<file path="config.mk">
export PLATFORM = sky130hd
export DESIGN_NAME = kcq_ctrl
export DESIGN_NICKNAME = d
export VERILOG_FILES = /design/src/rtl/kcq_pkg.sv /design/src/rtl/kcq_ctrl.sv
export SDC_FILE = /design/constraint.sdc
export NUM_CORES = 1
export LEC_CHECK = 0
export ABC_AREA = 1
export BUFFER_PORTS_ARGS = -buffer_cell sky130_fd_sc_hd__buf_4
export CAP_MARGIN = 20
export CORE_ASPECT_RATIO = 1.5
export CORE_MARGIN = 5
export CORE_UTILIZATION = 30
export CTS_BUF_LIST = sky130_fd_sc_hd__clkbuf_8
export DETAILED_ROUTE_END_ITERATION = 12
export MAX_ROUTING_LAYER = met4
export SYNTH_ARGS = -nofsm -noshare
export SYNTH_HDL_FRONTEND = slang
export SYNTH_SLANG_ARGS = --single-unit
export TNS_END_PERCENT = 20
</file>
<file path="constraint.sdc">
create_clock -name i_clk -period 9.36 [get_ports i_clk]
set_clock_uncertainty 0.2 [all_clocks]
set_input_delay 0.936 -clock i_clk [delete_from_list [all_inputs] [get_ports i_clk]]
set_output_delay 0.936 -clock i_clk [all_outputs]
set_load 0.03 [all_outputs]
</file>
<file path="src/rtl/kcq_pkg.sv">
// Shared types, codes and constants of the keyframe channel query unit.
`timescale 1ns / 1ps
package kcq_pkg;

    localparam int FRAMES_DEF      = 256;
    localparam int MAX_ENTRIES_DEF = 63;
    localparam int OFFSET_BITS_DEF = 24;

    // Frame index and count width (frame_count register width).
    localparam int CNT_W = 9;
    // Frame time width: a periodic time is index * period.
    localparam int T_W   = 32 + CNT_W;

    localparam logic [2:0] OP_LOAD    = 3'd0;
    localparam logic [2:0] OP_SAMPLE  = 3'd1;
    localparam logic [2:0] OP_EVT_AT  = 3'd2;
    localparam logic [2:0] OP_EVT_BTW = 3'd3;
    localparam logic [2:0] OP_EXTREME = 3'd4;

    localparam logic [1:0] ST_OK      = 2'd0;
    localparam logic [1:0] ST_INVALID = 2'd1;
    localparam logic [1:0] ST_GENERIC = 2'd2;

    localparam logic [2:0] REG_APERIODIC = 3'd0;
    localparam logic [2:0] REG_PERIOD    = 3'd1;
    localparam logic [2:0] REG_COUNT     = 3'd2;
    localparam logic [2:0] REG_EVENT     = 3'd3;
    localparam logic [2:0] REG_MAX       = 3'd4;

    typedef struct packed {
        logic             aperiodic;
        logic [31:0]      period;
        logic [CNT_W-1:0] nframes;
        logic             event_ch;
        logic [5:0]       cap;
    } t_cfg;

    typedef struct packed {
        logic [1:0]       st;
        logic [7:0]       bf;
        logic [7:0]       nf;
        logic             use_ratio;
        logic             use_evt;
        logic [CNT_W-1:0] cnt;
        logic             last;
    } t_item;

    typedef struct packed {
        logic             wr;
        logic             ld_in;
        logic             rd;
        logic [CNT_W-1:0] rd_idx;
        logic             set_t;
        logic             set_prev;
        logic             div_start;
        logic             emit;
        t_item            item;
    } t_cmd;

    typedef struct packed {
        logic qt_gt_ft;
        logic qe_gt_ft;
        logic qt_eq_qe;
        logic qt_lt_qe;
        logic ft_le_qt;
        logic ft_lt_qe;
        logic ft_ge_qt;
        logic ft_gt_qe;
        logic ft_eq_qt;
        logic ft_gt_t;
        logic div_busy;
        logic out_free;
    } t_sts;

endpackage

</file>
<file path="src/rtl/kcq_ctrl.sv">
// Controller: sequences frame scans, the ratio divide and result words per query.
`timescale 1ns / 1ps
module kcq_ctrl (
    input  logic          i_clk,
    input  logic          i_rst_n,
    input  kcq_pkg::t_cfg i_cfg,
    input  logic          i_in_valid,
    output logic          o_in_ready,
    input  logic [2:0]    i_op,
    input  logic          i_at_end,
    input  kcq_pkg::t_sts i_sts,
    output kcq_pkg::t_cmd o_cmd
);
    import kcq_pkg::*;

    localparam logic [3:0] S_IDLE     = 4'd0;
    localparam logic [3:0] S_DUR_RD   = 4'd1;
    localparam logic [3:0] S_DUR_CHK  = 4'd2;
    localparam logic [3:0] S_F0_RD    = 4'd3;
    localparam logic [3:0] S_F0_CHK   = 4'd4;
    localparam logic [3:0] S_SCAN_RD  = 4'd5;
    localparam logic [3:0] S_SCAN_CHK = 4'd6;
    localparam logic [3:0] S_DIV      = 4'd7;
    localparam logic [3:0] S_LIST_SET = 4'd8;
    localparam logic [3:0] S_LIST_RD  = 4'd9;
    localparam logic [3:0] S_LIST_CHK = 4'd10;
    localparam logic [3:0] S_EMIT     = 4'd11;

    logic [3:0]       r_state, n_state;
    logic [3:0]       r_ret, n_ret;
    t_item            r_em, n_em;
    logic [2:0]       r_op, n_op;
    logic             r_desc, n_desc;
    logic [CNT_W-1:0] r_i, n_i;
    logic [CNT_W-1:0] r_b, n_b;
    logic [CNT_W-1:0] r_nx, n_nx;
    logic [CNT_W-1:0] r_cnt, n_cnt;
    logic [1:0]       r_st, n_st;
    logic [5:0]       r_k, n_k;

    logic [CNT_W-1:0] nfr;
    logic [CNT_W-1:0] last_idx;
    logic             scan_done;

    function automatic t_item f_item(input logic [1:0] st, input logic [7:0] bf,
                                     input logic [7:0] nf, input logic ur,
                                     input logic ue, input logic [CNT_W-1:0] cnt,
                                     input logic last);
        t_item it;
        it.st        = st;
        it.bf        = bf;
        it.nf        = nf;
        it.use_ratio = ur;
        it.use_evt   = ue;
        it.cnt       = cnt;
        it.last      = last;
        return it;
    endfunction

    assign nfr       = i_cfg.nframes;
    assign last_idx  = nfr - CNT_W'(1);
    assign scan_done = r_desc ? (r_i == '0) : (r_i >= nfr);
    assign o_in_ready = (r_state == S_IDLE);

    always_comb begin
        n_state = r_state;
        n_ret   = r_ret;
        n_em    = r_em;
        n_op    = r_op;
        n_desc  = r_desc;
        n_i     = r_i;
        n_b     = r_b;
        n_nx    = r_nx;
        n_cnt   = r_cnt;
        n_st    = r_st;
        n_k     = r_k;
        o_cmd   = '0;

        case (r_state)
            S_IDLE: begin
                if (i_in_valid) begin
                    o_cmd.ld_in = 1'b1;
                    n_op   = i_op;
                    n_desc = 1'b0;
                    n_ret  = S_IDLE;
                    case (i_op)
                        OP_LOAD: begin
                            o_cmd.wr = 1'b1;
                        end
                        OP_SAMPLE: begin
                            if (nfr == '0) begin
                                n_em    = f_item(ST_INVALID, 8'd0, 8'd0, 1'b0, 1'b0, '0, 1'b1);
                                n_state = S_EMIT;
                            end else begin
                                n_i     = last_idx;
                                n_state = S_DUR_RD;
                            end
                        end
                        OP_EVT_AT: begin
                            if (!i_cfg.event_ch) begin
                                n_em    = f_item(ST_GENERIC, 8'd0, 8'd0, 1'b0, 1'b0, '0, 1'b1);
                                n_state = S_EMIT;
                            end else begin
                                n_i     = '0;
                                n_cnt   = '0;
                                n_st    = ST_OK;
                                n_state = S_SCAN_RD;
                            end
                        end
                        OP_EVT_BTW: begin
                            if (!i_cfg.event_ch) begin
                                n_em    = f_item(ST_GENERIC, 8'd0, 8'd0, 1'b0, 1'b0, '0, 1'b1);
                                n_state = S_EMIT;
                            end else if (nfr == '0) begin
                                n_em    = f_item(ST_INVALID, 8'd0, 8'd0, 1'b0, 1'b0, '0, 1'b1);
                                n_state = S_EMIT;
                            end else begin
                                n_i     = last_idx;
                                n_state = S_DUR_RD;
                            end
                        end
                        OP_EXTREME: begin
                            if (nfr == '0) begin
                                n_em = f_item(ST_GENERIC, 8'd0, 8'd0, 1'b0, 1'b0, '0, 1'b1);
                            end else begin
                                n_em = f_item(ST_OK, i_at_end ? 8'(last_idx) : 8'd0, 8'd0,
                                              1'b0, 1'b0, '0, 1'b1);
                            end
                            n_state = S_EMIT;
                        end
                        default: begin
                        end
                    endcase
                end
            end
            S_DUR_RD: begin
                o_cmd.rd     = 1'b1;
                o_cmd.rd_idx = r_i;
                n_state      = S_DUR_CHK;
            end
            S_DUR_CHK: begin
                if (r_op == OP_SAMPLE) begin
                    if (i_sts.qt_gt_ft) begin
                        n_em    = f_item(ST_INVALID, 8'd0, 8'd0, 1'b0, 1'b0, '0, 1'b1);
                        n_state = S_EMIT;
                    end else begin
                        n_state = S_F0_RD;
                    end
                end else begin
                    if (i_sts.qt_gt_ft || i_sts.qe_gt_ft || i_sts.qt_eq_qe) begin
                        n_em    = f_item(ST_INVALID, 8'd0, 8'd0, 1'b0, 1'b0, '0, 1'b1);
                        n_state = S_EMIT;
                    end else if (i_sts.qt_lt_qe) begin
                        // Ascending: bounds are kept as index plus one.
                        n_desc  = 1'b0;
                        n_i     = '0;
                        n_b     = '0;
                        n_nx    = '0;
                        n_state = S_SCAN_RD;
                    end else begin
                        // Descending: the scan counter runs one above the frame it reads.
                        n_desc  = 1'b1;
                        n_i     = nfr;
                        n_b     = nfr;
                        n_nx    = nfr;
                        n_state = S_SCAN_RD;
                    end
                end
            end
            S_F0_RD: begin
                o_cmd.rd     = 1'b1;
                o_cmd.rd_idx = '0;
                n_state      = S_F0_CHK;
            end
            S_F0_CHK: begin
                o_cmd.set_t = 1'b1;
                n_i         = CNT_W'(1);
                n_state     = S_SCAN_RD;
            end
            S_SCAN_RD: begin
                if (scan_done) begin
                    case (r_op)
                        OP_SAMPLE: begin
                            n_em    = f_item(ST_OK, 8'(last_idx), 8'(last_idx),
                                             1'b0, 1'b0, '0, 1'b1);
                            n_state = S_EMIT;
                        end
                        OP_EVT_AT: begin
                            n_em    = f_item(r_st, 8'd0, 8'd0, 1'b0, 1'b0, r_cnt, 1'b1);
                            n_state = S_EMIT;
                        end
                        default: begin
                            n_state = S_LIST_SET;
                        end
                    endcase
                end else begin
                    o_cmd.rd     = 1'b1;
                    o_cmd.rd_idx = r_desc ? r_i - CNT_W'(1) : r_i;
                    n_state      = S_SCAN_CHK;
                end
            end
            S_SCAN_CHK: begin
                n_state = S_SCAN_RD;
                case (r_op)
                    OP_SAMPLE: begin
                        if (i_sts.ft_gt_t) begin
                            o_cmd.div_start = 1'b1;
                            n_state         = S_DIV;
                        end else begin
                            o_cmd.set_prev = 1'b1;
                            n_i            = r_i + CNT_W'(1);
                        end
                    end
                    OP_EVT_AT: begin
                        n_i = r_i + CNT_W'(1);
                        if (i_sts.ft_eq_qt) begin
                            n_cnt = r_cnt + CNT_W'(1);
                            if (r_cnt < CNT_W'(i_cfg.cap)) begin
                                n_em    = f_item(ST_OK, 8'(r_i), 8'd0, 1'b0, 1'b1, '0, 1'b0);
                                n_ret   = S_SCAN_RD;
                                n_state = S_EMIT;
                            end else begin
                                n_st = ST_GENERIC;
                            end
                        end
                    end
                    default: begin
                        if (!r_desc) begin
                            if (i_sts.ft_le_qt) begin
                                n_b = r_i + CNT_W'(1);
                            end
                            if (i_sts.ft_lt_qe) begin
                                n_nx = r_i + CNT_W'(1);
                                n_i  = r_i + CNT_W'(1);
                            end else begin
                                n_state = S_LIST_SET;
                            end
                        end else begin
                            if (i_sts.ft_ge_qt) begin
                                n_b = r_i - CNT_W'(1);
                            end
                            if (i_sts.ft_gt_qe) begin
                                n_nx = r_i - CNT_W'(1);
                                n_i  = r_i - CNT_W'(1);
                            end else begin
                                n_state = S_LIST_SET;
                            end
                        end
                    end
                endcase
            end
            S_DIV: begin
                if (!i_sts.div_busy) begin
                    n_em    = f_item(ST_OK, 8'(r_i - CNT_W'(1)), 8'(r_i), 1'b1, 1'b0, '0, 1'b1);
                    n_ret   = S_IDLE;
                    n_state = S_EMIT;
                end
            end
            S_LIST_SET: begin
                n_k = '0;
                if (!r_desc) begin
                    n_cnt = (r_nx > r_b) ? r_nx - r_b : '0;
                    n_i   = r_b;
                end else begin
                    n_cnt = (r_b > r_nx) ? r_b - r_nx : '0;
                    n_i   = r_b - CNT_W'(1);
                end
                n_state = S_LIST_RD;
            end
            S_LIST_RD: begin
                if ((CNT_W'(r_k) >= r_cnt) || (r_k >= i_cfg.cap)) begin
                    n_em    = f_item(ST_OK, 8'd0, 8'd0, 1'b0, 1'b0, r_cnt, 1'b1);
                    n_ret   = S_IDLE;
                    n_state = S_EMIT;
                end else begin
                    o_cmd.rd     = 1'b1;
                    o_cmd.rd_idx = r_i;
                    n_state      = S_LIST_CHK;
                end
            end
            S_LIST_CHK: begin
                n_em    = f_item(ST_OK, 8'(r_i), 8'd0, 1'b0, 1'b1, '0, 1'b0);
                n_ret   = S_LIST_RD;
                n_state = S_EMIT;
                n_k     = r_k + 6'd1;
                n_i     = r_desc ? r_i - CNT_W'(1) : r_i + CNT_W'(1);
            end
            S_EMIT: begin
                if (i_sts.out_free) begin
                    o_cmd.emit = 1'b1;
                    n_state    = r_ret;
                    n_ret      = S_IDLE;
                end
            end
            default: begin
                n_state = S_IDLE;
            end
        endcase
        o_cmd.item = r_em;
    end

    always_ff @(posedge i_clk) begin
        if (!i_rst_n) begin
            r_state <= S_IDLE;
            r_ret   <= S_IDLE;
        end else begin
            r_state <= n_state;
            r_ret   <= n_ret;
        end
    end

    always_ff @(posedge i_clk) begin
        r_em   <= n_em;
        r_op   <= n_op;
        r_desc <= n_desc;
        r_i    <= n_i;
        r_b    <= n_b;
        r_nx   <= n_nx;
        r_cnt  <= n_cnt;
        r_st   <= n_st;
        r_k    <= n_k;
    end

endmodule

</file>
==> results.md <==
- H-tree levels: 3
- Cell row count: 69
- Wire per inst: 16.8 um
- Post-route DRC violation count: 0
- Status: completed
- Mux cell area share after synthesis: 0%
- Core area: 23600 um^2
- # hold bufs at CTS: 0
- Critical path endpoint: o_cmd[34]
- Die ar.: 27100 um^2
- Clk_lat worst skew: 0.36 ns
- Initial antenna violation count: 0
- IO Pins: 115
- Number of antenna-violating nets in the routed design: 0
- Final number of hold-violating endpoints: 0
- Leak Pwr: 0.00385 uW
- Area share of fa/ha/maj cells after synthesis: 9.84%
- # fillers: 2479
- First-pass GRT wire length: 36.2 mm
- CTS Buffer Depth: 2
- Post-synthesis sequential area ratio: 34.3%
- Via Count: 6895
- Slew headroom: 28.2%
- R2R Path End: o_cmd[22]
- Initial core utilization: 30.3%
- Post-CTS Setup Inserts: 0
- Remaining global-route overflow: 0
- Power Density: 179 nW/um^2
- Ys flop type: edfxtp_1
- Synth warnings: 0
- Die X: 136 um
- PnR Total Power: 1480 uW
- Placed cell areas: 8100 um^2
- MaxCap Viol Count: 0
- Die height: 199 um
- Reg2Reg Depth: 13
- Ant diodes: 0
- Final instance area: 8300 um^2
- Final Critical Period: 4.44 ns
- Vias in the first global route: 6862
- CTS tree: built
- Cell Area, Synth: 7150 um^2
- Measured slew at the worst slew-check pin: 1.07 ns
- Total Wirelength: 23.0 mm
- Startpoint Class: input pin
- Arr. time, crit path: 3.30 ns
- Setup Total Neg Slack: 0 ns
- Hpwl dp: 18.7 mm
- Critical path class: in2out
- TritonRoute pass-1 iters: 5
- Post-Syn Instances: 965
- RSZ-0062 raised after global routing: no
- CTS root buf: clkbuf_8
- # setup viols final: 0
- Post-Syn Nets: 1088
- Async SR Flop Fraction: 0%
- Avg Cell Area, Syn: 7.41 um^2
- Post-synthesis compound-gate area fraction: 14.9%
- Peak Freq: 225 MHz
- Setup slack, reg-to-reg: 5.77 ns
- Area Overhead vs Synth: 16.2%
- Yosys reg bits: 84
- Post-CTS sizing: 0
- Fin util: 35.2%
- Final period util: 47.4%
- Iteration-0 DRC count of the detailed router: 484
- Vias/cell: 5.04
- Hold Crit Class: reg2reg
- Count of cell types in the netlist: 46
- Worst reg2reg path startpoint: r_i[0]
- Synth Area in XOR/XNOR: 3.80%
- Number of flops mapped to enable cells by yosys: 77
- Launch point of the critical path: i_cfg[11]
- Multi-input gate area: 3990 um^2
- Max-slew violation count: 0
- RePlAce Congestion: 0.955
- Layout cell share with drive strength beyond 1: 13.9%
- Largest family of logic cells by synthesized area: simple AND/OR/NAND/NOR gates
- Reg clk slew, reported paths: 0.10 ns
- Max IR drop VDD: 0.000101 V
- Largest net degree at the start of global routing: 34
- CP Capture Type: output port
- Input/output buffers: 81
- Total track usage: 17.5%
- Simple-gate share of the synthesized area: 27.2%
- Nets: 1166
- Clock Sinks: 84
- Clock buffer count from CTS: 9
- Storage cell area: 2450 um^2
- Crit-path max FO: 12
- Critical Path RT: 8.22 ns
## cells by family (layout without fill, tap and decap cells)
logic type      count (synthesis)  count (layout)
compound gates                180             180
xor+xnor                       31              31
flops                          84              84
simple gates                  434             434
fa+ha+maj                      55              55
buf+inv                       181             264
## state kept, by name, indices dropped and copies added (netlist names)
register  flops
r_st          1
r_nx          9
r_op          3
r_k           6
r_ret         3
r_cnt         9
r_state       4
r_b           9
r_i           9
o_cmd        30
r_desc        1
## routing by layer
layer  global-route usage (%)  routed length, um  vias up
li1                         -                  -     3430
met4                     9.08               1080        0
met1                     19.3               9100     3197
met2                     31.0              12000      208
met5                        -                  0        -
met3                     1.72                839       60
## Yosys cell counts (all sizes together), types with 2 or more instances
master / instances / area (um^2)
nand2: 212 / 816
nor3: 17 / 95.1
nor4: 4 / 25.0
ha: 53 / 663
o21bai: 3 / 22.5
clkbuf: 10 / 40.0
o22ai: 20 / 125
dfxtp: 7 / 140
o21ai: 72 / 364
inv: 161 / 604
nand4: 23 / 150
xor2: 28 / 245
xnor2: 3 / 26.3
buf: 9 / 67.6
fa: 2 / 40.0
edfxtp: 77 / 2310
nor2: 104 / 459
o21a: 2 / 15.0
o211ai: 8 / 60.1
o221ai: 11 / 96.3
nand3: 68 / 358
a211oi: 4 / 30.0
or2: 6 / 37.5
a21oi: 45 / 225
a31oi: 2 / 12.5
o2111ai: 10 / 87.6
## worst min-delay path by stage
stage               depth (start not counted)  slack (ns)        to     start
finish                                      2        0.30  r_ret[0]  r_ret[0]
global route                                2        0.32  r_ret[0]  r_ret[0]
CTS                                         2        0.31  r_ret[0]  r_ret[0]
detailed placement                          2        0.28  r_ret[0]  r_ret[0]
global placement                            2        0.26  r_ret[3]  r_ret[3]
floorplan                                   2        0.24  r_ret[0]  r_ret[0]
## metrics by stage
stage | hold WS, ns | std cells | worst slack, ns
after global routing | 0.318 | 1367 | 4.76
after detailed placement | 0.283 | 1351 | 4.98
after global placement | 0.265 | 1351 | 4.99
after floorplan | 0.241 | 965 | 3.85
final | 0.301 | 1367 | 4.92
after CTS | 0.309 | 1367 | 4.98
## where the power goes
part	switching, uW	internal [uW]	total (uW)
sequential	61.4	507	568
combinational	428	208	636
clock	153	127	280
## placed cells by master, fill, tap and decap left out, drive strengths merged, types with 4 or more instances in the layout
cell	n
nand2	212
inv	164
nor2	104
buf	86
edfxtp	77
o21ai	72
nand3	68
ha	53
a21oi	45
xor2	28
nand4	23
o22ai	20
nor3	17
o221ai	11
o2111ai	10
clkbuf	9
o211ai	8
dfxtp	7
or2	6
a211oi	4
nor4	4
## final cells by class
type                            instances  share of cell area (%)
Clock buffer                            9                    1.49
Timing Repair Buffer                   86                    7.78
Clock inverter                          7                   0.980
Sequential cell                        84                    29.5
Multi-Input combinational cell        700                    48.1
Inverter                              162                    7.32
Tap cell                              319                    4.81
## worst max-delay path, cell delays in order
cell and delay, ns:
buf_4 0.13, inv_1 0.13, ha_1 0.27, a21oi_1 0.15, nand3_1 0.17, nand2_1 0.09
nand2_1 0.11, nand2_1 0.13, nand3_1 0.43, inv_1 0.32, nand2_1 0.09, o21ai_0 0.11
buf_4 0.21
(Power assumes the default switching activity.)
